### src/hw/rtl/pna_pkg.sv
// ----------------------------------------------------------------------------
// pna_pkg: shared types and constants for the polyline normal unit
// Widths of the fixed-format fields, sequencer states and pass codes.
// ----------------------------------------------------------------------------
`default_nettype none
package pna_pkg;

  localparam int COORD_WIDTH = 24;
  localparam int UNIT_W      = 16;
  localparam int COMP_W      = 15;
  localparam int ARC_W       = 32;
  localparam int LEN_W       = 33;
  localparam int MAG_BITS    = 16;
  localparam int SUMS_W      = 33;
  localparam int SQC_W       = 32;
  localparam int FRAC_SHIFT  = 30;
  localparam int DIV_NUM_W   = SQC_W + FRAC_SHIFT;
  localparam int DIV_Q_W     = 31;
  localparam int ROOT_K_W    = 17;
  localparam logic [ARC_W-1:0] ARC_MAX   = '1;
  localparam logic [LEN_W-1:0] LEN_OVER  = 33'h1_0000_0000;
  localparam logic [COMP_W-1:0] UNIT_ONE = 15'd16384;

  typedef enum logic [4:0] {
    S_IDLE,
    S_LEN_A, S_LEN_AW, S_LEN_B, S_LEN_BW, S_LEN_R, S_LEN_RW,
    S_SEG,
    S_UV_NORM, S_UV_SA, S_UV_SAW, S_UV_SB, S_UV_SBW,
    S_UV_C2, S_UV_C2W, S_UV_DIV, S_UV_DIVW, S_UV_RT, S_UV_RTW,
    S_UV_END,
    S_EMIT
  } pna_state_t;

  typedef enum logic [1:0] {
    PASS_SEG,
    PASS_VERT,
    PASS_FIN
  } pna_pass_t;

endpackage
`default_nettype wire

### src/hw/rtl/pna_point_if.sv
// ----------------------------------------------------------------------------
// pna_point_if: vertex input channel
// Carries one polyline vertex per transfer with a valid/ready handshake.
// ----------------------------------------------------------------------------
`default_nettype none
interface pna_point_if #(
  parameter int COORD_WIDTH = pna_pkg::COORD_WIDTH
);
  logic                          valid;
  logic                          ready;
  logic signed [COORD_WIDTH-1:0] point_x;
  logic signed [COORD_WIDTH-1:0] point_y;
  logic                          last_point;

  modport source (output valid, point_x, point_y, last_point, input ready);
  modport sink   (input valid, point_x, point_y, last_point, output ready);
endinterface
`default_nettype wire

### src/hw/rtl/pna_result_if.sv
// ----------------------------------------------------------------------------
// pna_result_if: vertex result channel
// Carries one vertex normal and arc length per transfer.
// ----------------------------------------------------------------------------
`default_nettype none
interface pna_result_if;
  logic                              valid;
  logic                              ready;
  logic signed [pna_pkg::UNIT_W-1:0] normal_x;
  logic signed [pna_pkg::UNIT_W-1:0] normal_y;
  logic        [pna_pkg::ARC_W-1:0]  arc_length;
  logic                              final_vertex;

  modport source (output valid, normal_x, normal_y, arc_length, final_vertex, input ready);
  modport sink   (input valid, normal_x, normal_y, arc_length, final_vertex, output ready);
endinterface
`default_nettype wire

### src/hw/rtl/pna_sqr.sv
// ----------------------------------------------------------------------------
// pna_sqr: bit-serial square and accumulate
// Adds v*v to a preset value, one multiplier bit per cycle.
// ----------------------------------------------------------------------------
`default_nettype none
module pna_sqr #(
  parameter int VW    = 25,
  parameter int ACC_W = 2 * VW + 1
) (
  input  wire logic             clk,
  input  wire logic             rst,
  input  wire logic             start,
  input  wire logic [VW-1:0]    v,
  input  wire logic [ACC_W-1:0] init,
  output logic                  done,
  output logic [ACC_W-1:0]      acc
);
  localparam int CW = $clog2(VW + 1);

  logic [ACC_W-1:0] mcand;
  logic [VW-1:0]    mplier;
  logic [CW-1:0]    cnt;
  logic             busy;

  always_ff @(posedge clk) begin
    if (rst) begin
      busy <= 1'b0;
      done <= 1'b0;
      cnt  <= '0;
    end else begin
      done <= 1'b0;
      if (start) begin
        busy   <= 1'b1;
        acc    <= init;
        mcand  <= ACC_W'(v);
        mplier <= v;
        cnt    <= CW'(VW);
      end else if (busy) begin
        if (mplier[0]) begin
          acc <= acc + mcand;
        end
        mcand  <= mcand << 1;
        mplier <= mplier >> 1;
        cnt    <= cnt - 1'b1;
        if (cnt == CW'(1)) begin
          busy <= 1'b0;
          done <= 1'b1;
        end
      end
    end
  end
endmodule
`default_nettype wire

### src/hw/rtl/pna_sqrt.sv
// ----------------------------------------------------------------------------
// pna_sqrt: digit-serial integer square root
// Produces the floor root and remainder, two radicand bits per cycle.
// ----------------------------------------------------------------------------
`default_nettype none
module pna_sqrt #(
  parameter int SQ_W = 52,
  parameter int RW   = SQ_W / 2
) (
  input  wire logic            clk,
  input  wire logic            rst,
  input  wire logic            start,
  input  wire logic [SQ_W-1:0] n,
  output logic                 done,
  output logic [RW-1:0]        root,
  output logic [RW:0]          rem_out
);
  localparam int CW = $clog2(RW + 1);

  logic [SQ_W-1:0] nsh;
  logic [RW+1:0]   rem;
  logic [RW+1:0]   rem_sh;
  logic [RW+1:0]   trial;
  logic [CW-1:0]   cnt;
  logic            busy;

  assign rem_sh  = {rem[RW-1:0], nsh[SQ_W-1 -: 2]};
  assign trial   = {root, 2'b01};
  assign rem_out = rem[RW:0];

  always_ff @(posedge clk) begin
    if (rst) begin
      busy <= 1'b0;
      done <= 1'b0;
      cnt  <= '0;
    end else begin
      done <= 1'b0;
      if (start) begin
        busy <= 1'b1;
        nsh  <= n;
        rem  <= '0;
        root <= '0;
        cnt  <= CW'(RW);
      end else if (busy) begin
        nsh <= nsh << 2;
        if (rem_sh >= trial) begin
          rem  <= rem_sh - trial;
          root <= {root[RW-2:0], 1'b1};
        end else begin
          rem  <= rem_sh;
          root <= {root[RW-2:0], 1'b0};
        end
        cnt <= cnt - 1'b1;
        if (cnt == CW'(1)) begin
          busy <= 1'b0;
          done <= 1'b1;
        end
      end
    end
  end
endmodule
`default_nettype wire

### src/hw/rtl/pna_div.sv
// ----------------------------------------------------------------------------
// pna_div: bit-serial restoring divider
// Divides the scaled squared component by the squared magnitude, one
// quotient bit per cycle.
// ----------------------------------------------------------------------------
`default_nettype none
module pna_div (
  input  wire logic                          clk,
  input  wire logic                          rst,
  input  wire logic                          start,
  input  wire logic [pna_pkg::DIV_NUM_W-1:0] num,
  input  wire logic [pna_pkg::SUMS_W-1:0]    den,
  output logic                               done,
  output logic [pna_pkg::DIV_Q_W-1:0]        quo
);
  localparam int NW = pna_pkg::DIV_NUM_W;
  localparam int DW = pna_pkg::SUMS_W;
  localparam int CW = $clog2(NW + 1);

  logic [NW-1:0] nsh;
  logic [DW:0]   rem;
  logic [DW:0]   rem_sh;
  logic [CW-1:0] cnt;
  logic          busy;
  logic          qbit;

  assign rem_sh = {rem[DW-1:0], nsh[NW-1]};
  assign qbit   = (rem_sh >= {1'b0, den});

  always_ff @(posedge clk) begin
    if (rst) begin
      busy <= 1'b0;
      done <= 1'b0;
      cnt  <= '0;
    end else begin
      done <= 1'b0;
      if (start) begin
        busy <= 1'b1;
        nsh  <= num;
        rem  <= '0;
        quo  <= '0;
        cnt  <= CW'(NW);
      end else if (busy) begin
        nsh <= nsh << 1;
        rem <= qbit ? rem_sh - {1'b0, den} : rem_sh;
        quo <= {quo[pna_pkg::DIV_Q_W-2:0], qbit};
        cnt <= cnt - 1'b1;
        if (cnt == CW'(1)) begin
          busy <= 1'b0;
          done <= 1'b1;
        end
      end
    end
  end
endmodule
`default_nettype wire

### src/hw/rtl/polyline_normal_arclength.sv
// ----------------------------------------------------------------------------
// polyline_normal_arclength: polyline vertex normals and arc length
// Vertices arrive on the point channel, one per transfer, last_point set on
// the final vertex of a polyline. Each vertex yields one result on the result
// channel: its unit normal in Q1.14 and its cumulative arc length in Q32.0.
// Results lag one vertex; the final vertex releases two results, the second
// with final_vertex set, after which a new polyline begins. A first vertex
// marked last gives one zero result at once.
// A vertex is taken only while the sequencer is idle. Its work runs through a
// bit-serial squarer, a bit-serial restoring divider and a two-bit-per-cycle
// root unit, with VW = max(COORD_WIDTH+1, 18) and RW = VW+1: first the segment
// length, then each unit vector after up to VW-16 normalizing shifts, two unit
// vectors per vertex and three on the final one. The result register holds one
// result; if the receiver stalls, the block finishes the next result and waits
// before loading it. Reset is synchronous and returns the block to the start
// of a polyline.
// ----------------------------------------------------------------------------
`default_nettype none
module polyline_normal_arclength #(
  parameter int COORD_WIDTH = pna_pkg::COORD_WIDTH
) (
  input wire logic     clk,
  input wire logic     rst,
  pna_point_if.sink    point,
  pna_result_if.source result
);
  localparam int W     = COORD_WIDTH;
  localparam int VW    = (W + 1 > 18) ? W + 1 : 18;
  localparam int ACC_W = 2 * VW + 1;
  localparam int SQ_W  = ACC_W + 1;
  localparam int RW    = SQ_W / 2;
  localparam int UW    = pna_pkg::UNIT_W;
  localparam int CMW   = pna_pkg::COMP_W;

  pna_pkg::pna_state_t state, state_next;
  pna_pkg::pna_pass_t  pass;

  logic signed [W-1:0]  prev_x, prev_y, cur_x, cur_y;
  logic signed [UW-1:0] snx, sny, ox, oy;
  logic [pna_pkg::ARC_W-1:0] pend, arc;
  logic                      started, last_r;
  logic signed [VW-1:0]      dx, dy;
  logic [pna_pkg::LEN_W-1:0] len;
  logic [VW-1:0]             ma, mb;
  logic                      neg_x, neg_y, comp;
  logic [pna_pkg::SUMS_W-1:0] s;
  logic [pna_pkg::SQC_W-1:0]  c2;
  logic [CMW-1:0]            mx, my;
  logic signed [UW-1:0]      e_nx, e_ny;
  logic [pna_pkg::ARC_W-1:0] e_arc;
  logic                      e_fin;

  logic             sqr_start, sqr_done, sqrt_start, sqrt_done, div_start, div_done;
  logic [VW-1:0]    sqr_v;
  logic [ACC_W-1:0] sqr_init, sqr_acc;
  logic [SQ_W-1:0]  sqrt_n;
  logic [RW-1:0]    sqrt_root;
  logic [RW:0]      sqrt_rem;
  logic [pna_pkg::DIV_Q_W-1:0] quo;

  logic                 accept, out_free, ovf;
  logic signed [VW-1:0] dx_new, dy_new;
  logic [pna_pkg::LEN_W-1:0] len_calc;
  logic [pna_pkg::ARC_W+1:0] arc_sum;
  logic [pna_pkg::ROOT_K_W-1:0] k_inc;
  logic signed [UW-1:0] ux, uy;
  logic signed [UW:0]   sum_x, sum_y;

  function automatic logic [VW-1:0] mag(input logic signed [VW-1:0] v);
    return v[VW-1] ? VW'(-v) : VW'(v);
  endfunction

  assign point.ready = (state == pna_pkg::S_IDLE);
  assign accept      = point.valid && point.ready;
  assign out_free    = !result.valid || result.ready;

  assign dx_new = $signed({{(VW-W){point.point_x[W-1]}}, point.point_x})
                - $signed({{(VW-W){prev_x[W-1]}}, prev_x});
  assign dy_new = $signed({{(VW-W){point.point_y[W-1]}}, point.point_y})
                - $signed({{(VW-W){prev_y[W-1]}}, prev_y});

  assign ovf      = |(sqr_acc >> 64);
  assign len_calc = pna_pkg::LEN_W'(sqrt_root)
                  + pna_pkg::LEN_W'(sqrt_rem > {1'b0, sqrt_root});
  assign arc_sum  = {2'b00, pend} + {1'b0, len};
  assign k_inc    = sqrt_root[pna_pkg::ROOT_K_W-1:0] + 1'b1;
  assign ux       = neg_x ? -$signed({1'b0, mx}) : $signed({1'b0, mx});
  assign uy       = neg_y ? -$signed({1'b0, my}) : $signed({1'b0, my});
  assign sum_x    = {snx[UW-1], snx} + {ux[UW-1], ux};
  assign sum_y    = {sny[UW-1], sny} + {uy[UW-1], uy};

  always_comb begin
    sqr_v    = ma;
    sqr_init = '0;
    case (state)
      pna_pkg::S_LEN_A: sqr_v = mag(dx);
      pna_pkg::S_LEN_B: begin
        sqr_v    = mag(dy);
        sqr_init = sqr_acc;
      end
      pna_pkg::S_UV_SB: begin
        sqr_v    = mb;
        sqr_init = sqr_acc;
      end
      pna_pkg::S_UV_C2: sqr_v = comp ? mb : ma;
      default: sqr_v = ma;
    endcase
    sqrt_n = (state == pna_pkg::S_UV_RT) ? SQ_W'(quo) : SQ_W'(sqr_acc);
  end

  always_comb begin
    state_next = state;
    sqr_start  = 1'b0;
    sqrt_start = 1'b0;
    div_start  = 1'b0;
    case (state)
      pna_pkg::S_IDLE: begin
        if (accept) begin
          if (!started) begin
            if (point.last_point) begin
              state_next = pna_pkg::S_EMIT;
            end
          end else begin
            state_next = pna_pkg::S_LEN_A;
          end
        end
      end
      pna_pkg::S_LEN_A: begin
        sqr_start  = 1'b1;
        state_next = pna_pkg::S_LEN_AW;
      end
      pna_pkg::S_LEN_AW: if (sqr_done) state_next = pna_pkg::S_LEN_B;
      pna_pkg::S_LEN_B: begin
        sqr_start  = 1'b1;
        state_next = pna_pkg::S_LEN_BW;
      end
      pna_pkg::S_LEN_BW: if (sqr_done) state_next = pna_pkg::S_LEN_R;
      pna_pkg::S_LEN_R: begin
        if (ovf) begin
          state_next = pna_pkg::S_SEG;
        end else begin
          sqrt_start = 1'b1;
          state_next = pna_pkg::S_LEN_RW;
        end
      end
      pna_pkg::S_LEN_RW: if (sqrt_done) state_next = pna_pkg::S_SEG;
      pna_pkg::S_SEG: state_next = pna_pkg::S_UV_NORM;
      pna_pkg::S_UV_NORM: begin
        if (ma[VW-1:pna_pkg::MAG_BITS] == '0 && mb[VW-1:pna_pkg::MAG_BITS] == '0) begin
          state_next = pna_pkg::S_UV_SA;
        end
      end
      pna_pkg::S_UV_SA: begin
        sqr_start  = 1'b1;
        state_next = pna_pkg::S_UV_SAW;
      end
      pna_pkg::S_UV_SAW: if (sqr_done) state_next = pna_pkg::S_UV_SB;
      pna_pkg::S_UV_SB: begin
        sqr_start  = 1'b1;
        state_next = pna_pkg::S_UV_SBW;
      end
      pna_pkg::S_UV_SBW: begin
        if (sqr_done) begin
          state_next = (sqr_acc == '0) ? pna_pkg::S_UV_END : pna_pkg::S_UV_C2;
        end
      end
      pna_pkg::S_UV_C2: begin
        sqr_start  = 1'b1;
        state_next = pna_pkg::S_UV_C2W;
      end
      pna_pkg::S_UV_C2W: if (sqr_done) state_next = pna_pkg::S_UV_DIV;
      pna_pkg::S_UV_DIV: begin
        div_start  = 1'b1;
        state_next = pna_pkg::S_UV_DIVW;
      end
      pna_pkg::S_UV_DIVW: if (div_done) state_next = pna_pkg::S_UV_RT;
      pna_pkg::S_UV_RT: begin
        sqrt_start = 1'b1;
        state_next = pna_pkg::S_UV_RTW;
      end
      pna_pkg::S_UV_RTW: begin
        if (sqrt_done) begin
          state_next = comp ? pna_pkg::S_UV_END : pna_pkg::S_UV_C2;
        end
      end
      pna_pkg::S_UV_END: begin
        state_next = (pass == pna_pkg::PASS_SEG) ? pna_pkg::S_UV_NORM : pna_pkg::S_EMIT;
      end
      pna_pkg::S_EMIT: begin
        if (out_free) begin
          state_next = (!e_fin && last_r) ? pna_pkg::S_UV_NORM : pna_pkg::S_IDLE;
        end
      end
      default: state_next = pna_pkg::S_IDLE;
    endcase
  end

  always_ff @(posedge clk) begin
    if (rst) begin
      state <= pna_pkg::S_IDLE;
    end else begin
      state <= state_next;
    end
  end

  always_ff @(posedge clk) begin
    if (rst) begin
      result.valid <= 1'b0;
    end else if (state == pna_pkg::S_EMIT && out_free) begin
      result.valid <= 1'b1;
    end else if (result.ready) begin
      result.valid <= 1'b0;
    end
  end

  always_ff @(posedge clk) begin
    if (rst) begin
      started      <= 1'b0;
      prev_x       <= '0;
      prev_y       <= '0;
      snx          <= '0;
      sny          <= '0;
      pend         <= '0;
      pass         <= pna_pkg::PASS_SEG;
    end else begin
      case (state)
        pna_pkg::S_IDLE: begin
          if (accept) begin
            cur_x  <= point.point_x;
            cur_y  <= point.point_y;
            last_r <= point.last_point;
            dx     <= dx_new;
            dy     <= dy_new;
            if (!started) begin
              if (point.last_point) begin
                e_nx  <= '0;
                e_ny  <= '0;
                e_arc <= '0;
                e_fin <= 1'b1;
              end else begin
                prev_x  <= point.point_x;
                prev_y  <= point.point_y;
                snx     <= '0;
                sny     <= '0;
                pend    <= '0;
                started <= 1'b1;
              end
            end
          end
        end
        pna_pkg::S_LEN_R: if (ovf) len <= pna_pkg::LEN_OVER;
        pna_pkg::S_LEN_RW: if (sqrt_done) len <= len_calc;
        pna_pkg::S_SEG: begin
          arc   <= (arc_sum > {2'b00, pna_pkg::ARC_MAX}) ? pna_pkg::ARC_MAX
                                                        : arc_sum[pna_pkg::ARC_W-1:0];
          pass  <= pna_pkg::PASS_SEG;
          ma    <= mag(dy);
          neg_x <= dy[VW-1];
          mb    <= mag(dx);
          neg_y <= !dx[VW-1];
        end
        pna_pkg::S_UV_NORM: begin
          if (ma[VW-1:pna_pkg::MAG_BITS] != '0 || mb[VW-1:pna_pkg::MAG_BITS] != '0) begin
            ma <= ma >> 1;
            mb <= mb >> 1;
          end
        end
        pna_pkg::S_UV_SBW: begin
          if (sqr_done) begin
            s    <= sqr_acc[pna_pkg::SUMS_W-1:0];
            comp <= 1'b0;
            if (sqr_acc == '0) begin
              mx <= '0;
              my <= '0;
            end
          end
        end
        pna_pkg::S_UV_C2W: if (sqr_done) c2 <= sqr_acc[pna_pkg::SQC_W-1:0];
        pna_pkg::S_UV_RTW: begin
          if (sqrt_done) begin
            if (comp) begin
              my <= k_inc[pna_pkg::COMP_W:1];
            end else begin
              mx   <= k_inc[pna_pkg::COMP_W:1];
              comp <= 1'b1;
            end
          end
        end
        pna_pkg::S_UV_END: begin
          case (pass)
            pna_pkg::PASS_SEG: begin
              ox    <= ux;
              oy    <= uy;
              pass  <= pna_pkg::PASS_VERT;
              ma    <= mag($signed({{(VW-UW-1){sum_x[UW]}}, sum_x}));
              neg_x <= sum_x[UW];
              mb    <= mag($signed({{(VW-UW-1){sum_y[UW]}}, sum_y}));
              neg_y <= sum_y[UW];
            end
            pna_pkg::PASS_VERT: begin
              e_nx  <= ux;
              e_ny  <= uy;
              e_arc <= pend;
              e_fin <= 1'b0;
            end
            default: begin
              e_nx  <= ux;
              e_ny  <= uy;
              e_arc <= arc;
              e_fin <= 1'b1;
            end
          endcase
        end
        pna_pkg::S_EMIT: begin
          if (out_free) begin
            result.normal_x     <= e_nx;
            result.normal_y     <= e_ny;
            result.arc_length   <= e_arc;
            result.final_vertex <= e_fin;
            if (e_fin) begin
              started <= 1'b0;
              prev_x  <= '0;
              prev_y  <= '0;
              snx     <= '0;
              sny     <= '0;
              pend    <= '0;
            end else if (last_r) begin
              pass  <= pna_pkg::PASS_FIN;
              ma    <= mag($signed({{(VW-UW){ox[UW-1]}}, ox}));
              neg_x <= ox[UW-1];
              mb    <= mag($signed({{(VW-UW){oy[UW-1]}}, oy}));
              neg_y <= oy[UW-1];
            end else begin
              prev_x <= cur_x;
              prev_y <= cur_y;
              snx    <= ox;
              sny    <= oy;
              pend   <= arc;
            end
          end
        end
        default: begin
        end
      endcase
    end
  end

  pna_sqr #(.VW(VW), .ACC_W(ACC_W)) u_sqr (
    .clk   (clk),
    .rst   (rst),
    .start (sqr_start),
    .v     (sqr_v),
    .init  (sqr_init),
    .done  (sqr_done),
    .acc   (sqr_acc)
  );

  pna_div u_div (
    .clk   (clk),
    .rst   (rst),
    .start (div_start),
    .num   ({c2, pna_pkg::FRAC_SHIFT'(0)}),
    .den   (s),
    .done  (div_done),
    .quo   (quo)
  );

  pna_sqrt #(.SQ_W(SQ_W), .RW(RW)) u_sqrt (
    .clk     (clk),
    .rst     (rst),
    .start   (sqrt_start),
    .n       (sqrt_n),
    .done    (sqrt_done),
    .root    (sqrt_root),
    .rem_out (sqrt_rem)
  );

  a_busy_has_run: assert property (@(posedge clk) disable iff (rst)
    (state != pna_pkg::S_IDLE) |-> (started || (state == pna_pkg::S_EMIT && e_fin)))
    else $error("sequencer busy outside a polyline");

  a_norm_bounded: assert property (@(posedge clk) disable iff (rst)
    (state == pna_pkg::S_UV_SA) |->
      (ma[VW-1:pna_pkg::MAG_BITS] == '0 && mb[VW-1:pna_pkg::MAG_BITS] == '0))
    else $error("magnitude not normalized before squaring");

  a_unit_range: assert property (@(posedge clk) disable iff (rst)
    (state == pna_pkg::S_UV_END) |-> (mx <= pna_pkg::UNIT_ONE && my <= pna_pkg::UNIT_ONE))
    else $error("unit component above one");

endmodule
`default_nettype wire
### src/flat_wrapper.sv
// flat-port wrapper written by rule: the top's interface ports become plain ports
module polyline_normal_arclength_flat 
#(
  parameter int COORD_WIDTH = pna_pkg::COORD_WIDTH
)
  (clk, rst, point_valid, point_point_x, point_point_y, point_last_point, point_ready, result_valid, result_normal_x, result_normal_y, result_arc_length, result_final_vertex, result_ready);
  pna_point_if #(.COORD_WIDTH(COORD_WIDTH)) point_i ();
  pna_result_if result_i ();
  input wire logic clk;
  input wire logic rst;
  input wire logic [$bits(point_i.valid)-1:0] point_valid;
  input wire logic [$bits(point_i.point_x)-1:0] point_point_x;
  input wire logic [$bits(point_i.point_y)-1:0] point_point_y;
  input wire logic [$bits(point_i.last_point)-1:0] point_last_point;
  output wire logic [$bits(point_i.ready)-1:0] point_ready;
  output wire logic [$bits(result_i.valid)-1:0] result_valid;
  output wire logic [$bits(result_i.normal_x)-1:0] result_normal_x;
  output wire logic [$bits(result_i.normal_y)-1:0] result_normal_y;
  output wire logic [$bits(result_i.arc_length)-1:0] result_arc_length;
  output wire logic [$bits(result_i.final_vertex)-1:0] result_final_vertex;
  input wire logic [$bits(result_i.ready)-1:0] result_ready;
  assign point_i.valid = point_valid;
  assign point_i.point_x = point_point_x;
  assign point_i.point_y = point_point_y;
  assign point_i.last_point = point_last_point;
  assign point_ready = point_i.ready;
  assign result_valid = result_i.valid;
  assign result_normal_x = result_i.normal_x;
  assign result_normal_y = result_i.normal_y;
  assign result_arc_length = result_i.arc_length;
  assign result_final_vertex = result_i.final_vertex;
  assign result_i.ready = result_ready;
  polyline_normal_arclength #(.COORD_WIDTH(COORD_WIDTH)) u_core (.clk(clk), .rst(rst), .point(point_i), .result(result_i));
endmodule
### config.mk
export PLATFORM = sky130hd
export DESIGN_NAME = polyline_normal_arclength_flat
export DESIGN_NICKNAME = d
export VERILOG_FILES = /design/src/hw/rtl/pna_pkg.sv /design/src/hw/rtl/pna_point_if.sv /design/src/hw/rtl/pna_result_if.sv /design/src/hw/rtl/pna_sqr.sv /design/src/hw/rtl/pna_sqrt.sv /design/src/hw/rtl/pna_div.sv /design/src/hw/rtl/polyline_normal_arclength.sv /design/src/flat_wrapper.sv
export SDC_FILE = /design/constraint.sdc
export NUM_CORES = 2
export LEC_CHECK = 0
export ABC_AREA = 1
export ABC_CLOCK_PERIOD_IN_PS = 6900
export BUFFER_PORTS_ARGS = -buffer_cell sky130_fd_sc_hd__buf_2
export CORE_ASPECT_RATIO = 1.5
export CORE_MARGIN = 2
export CORE_UTILIZATION = 58
export DETAILED_ROUTE_END_ITERATION = 8
export PLACE_DENSITY = 0.82
export SYNTH_ARGS = -nofsm -noshare
export SYNTH_HDL_FRONTEND = slang
export SYNTH_SLANG_ARGS = --single-unit
### constraint.sdc
create_clock -name clk -period 6.9 [get_ports clk]
set_input_delay 1.38 -clock clk [delete_from_list [all_inputs] [get_ports clk]]
set_output_delay 1.38 -clock clk [all_outputs]
set_load 0.01 [all_outputs]
==> results.cfg <==
[setup_path]
r2r_slack_ns = 2.33
critPathMaxFanout = 19
crit_arrival_ns = 4.98
crit_type = reg -> reg
reg2regPathDepth = 17
worstSetupStartpointType = flip-flop
r2r_start = u_core.my[0]
cp-startpoint = u_core.my[0]
crit_path_end_kind = flip-flop
cp_data_required_time_ns = 7.31
rr_endpoint = u_core.mb[10]

[sta]
tightest_slew_ns = 1.21
min_period_ns = 4.57
setup_tns_ns = 0
holdWs_ns = 0.418
slew_headroom_pct = 19.1
clock_skew_ns = 0.0330
fmax_mhz = 219
maxSlewViolCount = 0
fin_crit_sh_pct = 66.2
hold_viol_final = 0
setup_viol = 0
rsz0062_at_grt = false

[grt]
grt-ovfl-total = 0
grt_pass1_wl_um = 228000
grt_max_degree = 98
grt_pass1_vias = 43278
track_usage_pct = 30.9
antenna_found_initial = 3

[finish]
finalNetCount = 6474
post-route-util_pct = 63.8
drive_above_1_share_pct = 6.48
area_delta_synth_final_pct = 9.00
n_fill_cell = 7503
fin_cells = 7419
multi_input_area_sq_um = 22600
seq_area_sq_um = 26800

[min_path]
hp-start = u_core.e_ny[12]
hp-class = reg -> reg
hold_end = u_core.result.normal_y[12]
hold_depth = 0

[placed_design]
gp_congestion = 0.978
dp_hpwl_um = 107000
dp.cells = 7251
portBuffers = 119

[clock_tree]
clk_latency_ns = 0.71
cts_setup_buffers = 0
clk_pin_slew_worst_paths_ns = 0.07
cts_sinks = 939
ctsLongestPathBuffers = 3
cts_tree = done
cts_resized = 0
hold_buffers = 0
cts_htree_levels = 3
root_buffer = clkbuf_16
cts_buffers = 89

[routing]
firstDrtPassIters = 6
vias = 43749
post_drt_via_cell_ratio = 5.90
ant_nets = 0
wl_per_cell_um = 19.8
drt_iter0_markers = 3893
drcViolationCount = 0
wl_um = 147000

[power]
p_per_area_nw_per_um2 = 312
p_leak_nw = 23.8
irDropWorstVdd_v = 0.000208

[floorplan]
core_region_area_sq_um = 90400
die-area_sq_um = 93700
die_h_um = 374
num_rows = 135
start_util_pct = 58.5
die_w_um = 251
ios = 120

[synthesis]
synth_cell_types = 64
async_flop_share_pct = 0
syn_area_sq_um = 52900
synthCells = 6103
synth_most_common_cell = nand2_1
synth_edf_count = 796
synth_seq_cells = 939
synth_top_area_cell = edfxtp_1
dominantRegCellSynth = edfxtp_1
syn-num-nets = 6399
synth.top_cell.area_share_pct = 45.2
synth_common_cells = nand2_1 (1346), edfxtp_1 (796), inv_1 (746), nor2_1 (686), a21oi_1 (483)
ys_seq_area_share_pct = 50.6
syn_avg_cell_area_sq_um = 8.67
ys_top_cells_by_area = edfxtp_1 (45%), nand2_1 (9.6%), ha_1 (5.6%)
ys.warnings.count = 0

[flow_run]
cap_violations = 0

[outcome]
run_status = finished, final reports clean
==> worst max path at each step <==
stage,end,slack (ns),cells past startpoint
floorplan,u_core.u_div.nsh[30],0.04,2
global placement,u_core.len[22],2.47,20
detailed placement,u_core.len[22],2.39,20
CTS,u_core.len[22],2.36,22
global route,u_core.mb[10],1.73,19
finish,u_core.mb[10],2.33,17
==> state kept, by name (all words and copies together) (netlist names), 33 cells and up <==
name,cells
u_core.u_sqr.acc,51
u_core.s,33
u_core.u_sqr.mcand,51
u_core.u_div.rem,33
u_core.u_sqrt.nsh,52
==> metal layers <==
layer  vias up  global-route usage, %  wire length (um)
met1     20824                   35.0             54300
met5         -                      0                18
met3       419                   3.74              8040
li1      20951                      -                 -
met2      1553                   55.2             74800
met4         2                   19.1              9380
==> cells in the final DEF, fill, tap and decap left out, types with 118 or more instances in the layout <==
cell and n:
nand2_1 1346, o21ai_0 339, nand3_1 249, ha_1 236
a21oi_1 480, edfxtp_1 796, inv_1 746, nor2_1 677
xor2_1 137, dfxtp_1 143, buf_2 118
==> worst max-delay path: stages, from the launching register on <==
cell	delay, ns
edfxtp_1	0.45
nor3_1	0.30
nand2_1	0.12
nor3_1	0.32
nand2_1	0.12
o21ai_0	0.31
xor2_1	0.49
ha_1	0.40
a21oi_1	0.22
nand2_1	0.12
a21oi_1	0.18
nand2_1	0.08
nand2_1	0.08
nand2_1	0.06
nand2_1	0.42
o21ai_1	0.24
o21ai_0	0.26
nand4_1	0.13
==> final cells by class <==
type / instances / area share [%]
Timing Repair Buffer: 164 / 1.62
Tap cell: 1164 / 2.53
Antenna cell: 1 / 0.00434
Clock buffer: 116 / 4.35
Inverter: 779 / 5.07
Sequential cell: 939 / 46.4
Multi-Input combinational cell: 4205 / 39.1
Clock inverter: 51 / 0.870
==> through the flow <==
stage               power (mW)  instance area (sq um)  setup WS [ns]
floorplan                 11.4                  52900         0.0424
global placement          12.7                  54600           2.47
detailed placement        12.8                  54600           2.39
CTS                       18.0                  57700           2.36
global route              18.9                  57700           1.73
finish                    18.0                  57700           2.33
==> kinds of logic (layout without fill, tap and decap cells) <==
| group | Yosys count | count (layout) | share of synthesized area [%] |
|---|---|---|---|
| adders and majority gates | 243 | 243 | 5.85 |
| buffers and inverters | 959 | 1110 | 6.99 |
| DFF | 939 | 939 | 50.6 |
| other | 0 | 1 | 0 |
| xor gates and xnor gates | 197 | 197 | 3.26 |
| and+or+nand+nor | 2545 | 2545 | 20.0 |
| AOI/OAI and AO/OA | 1220 | 1220 | 13.3 |
==> where the power goes <==
part	internal (mW)	leakage, nW	switching [mW]
registers	7.15	8.46	0.424
logic	1.71	13.9	3.57
clock network	2.85	1.45	2.26
(Power assumes the default switching activity.)
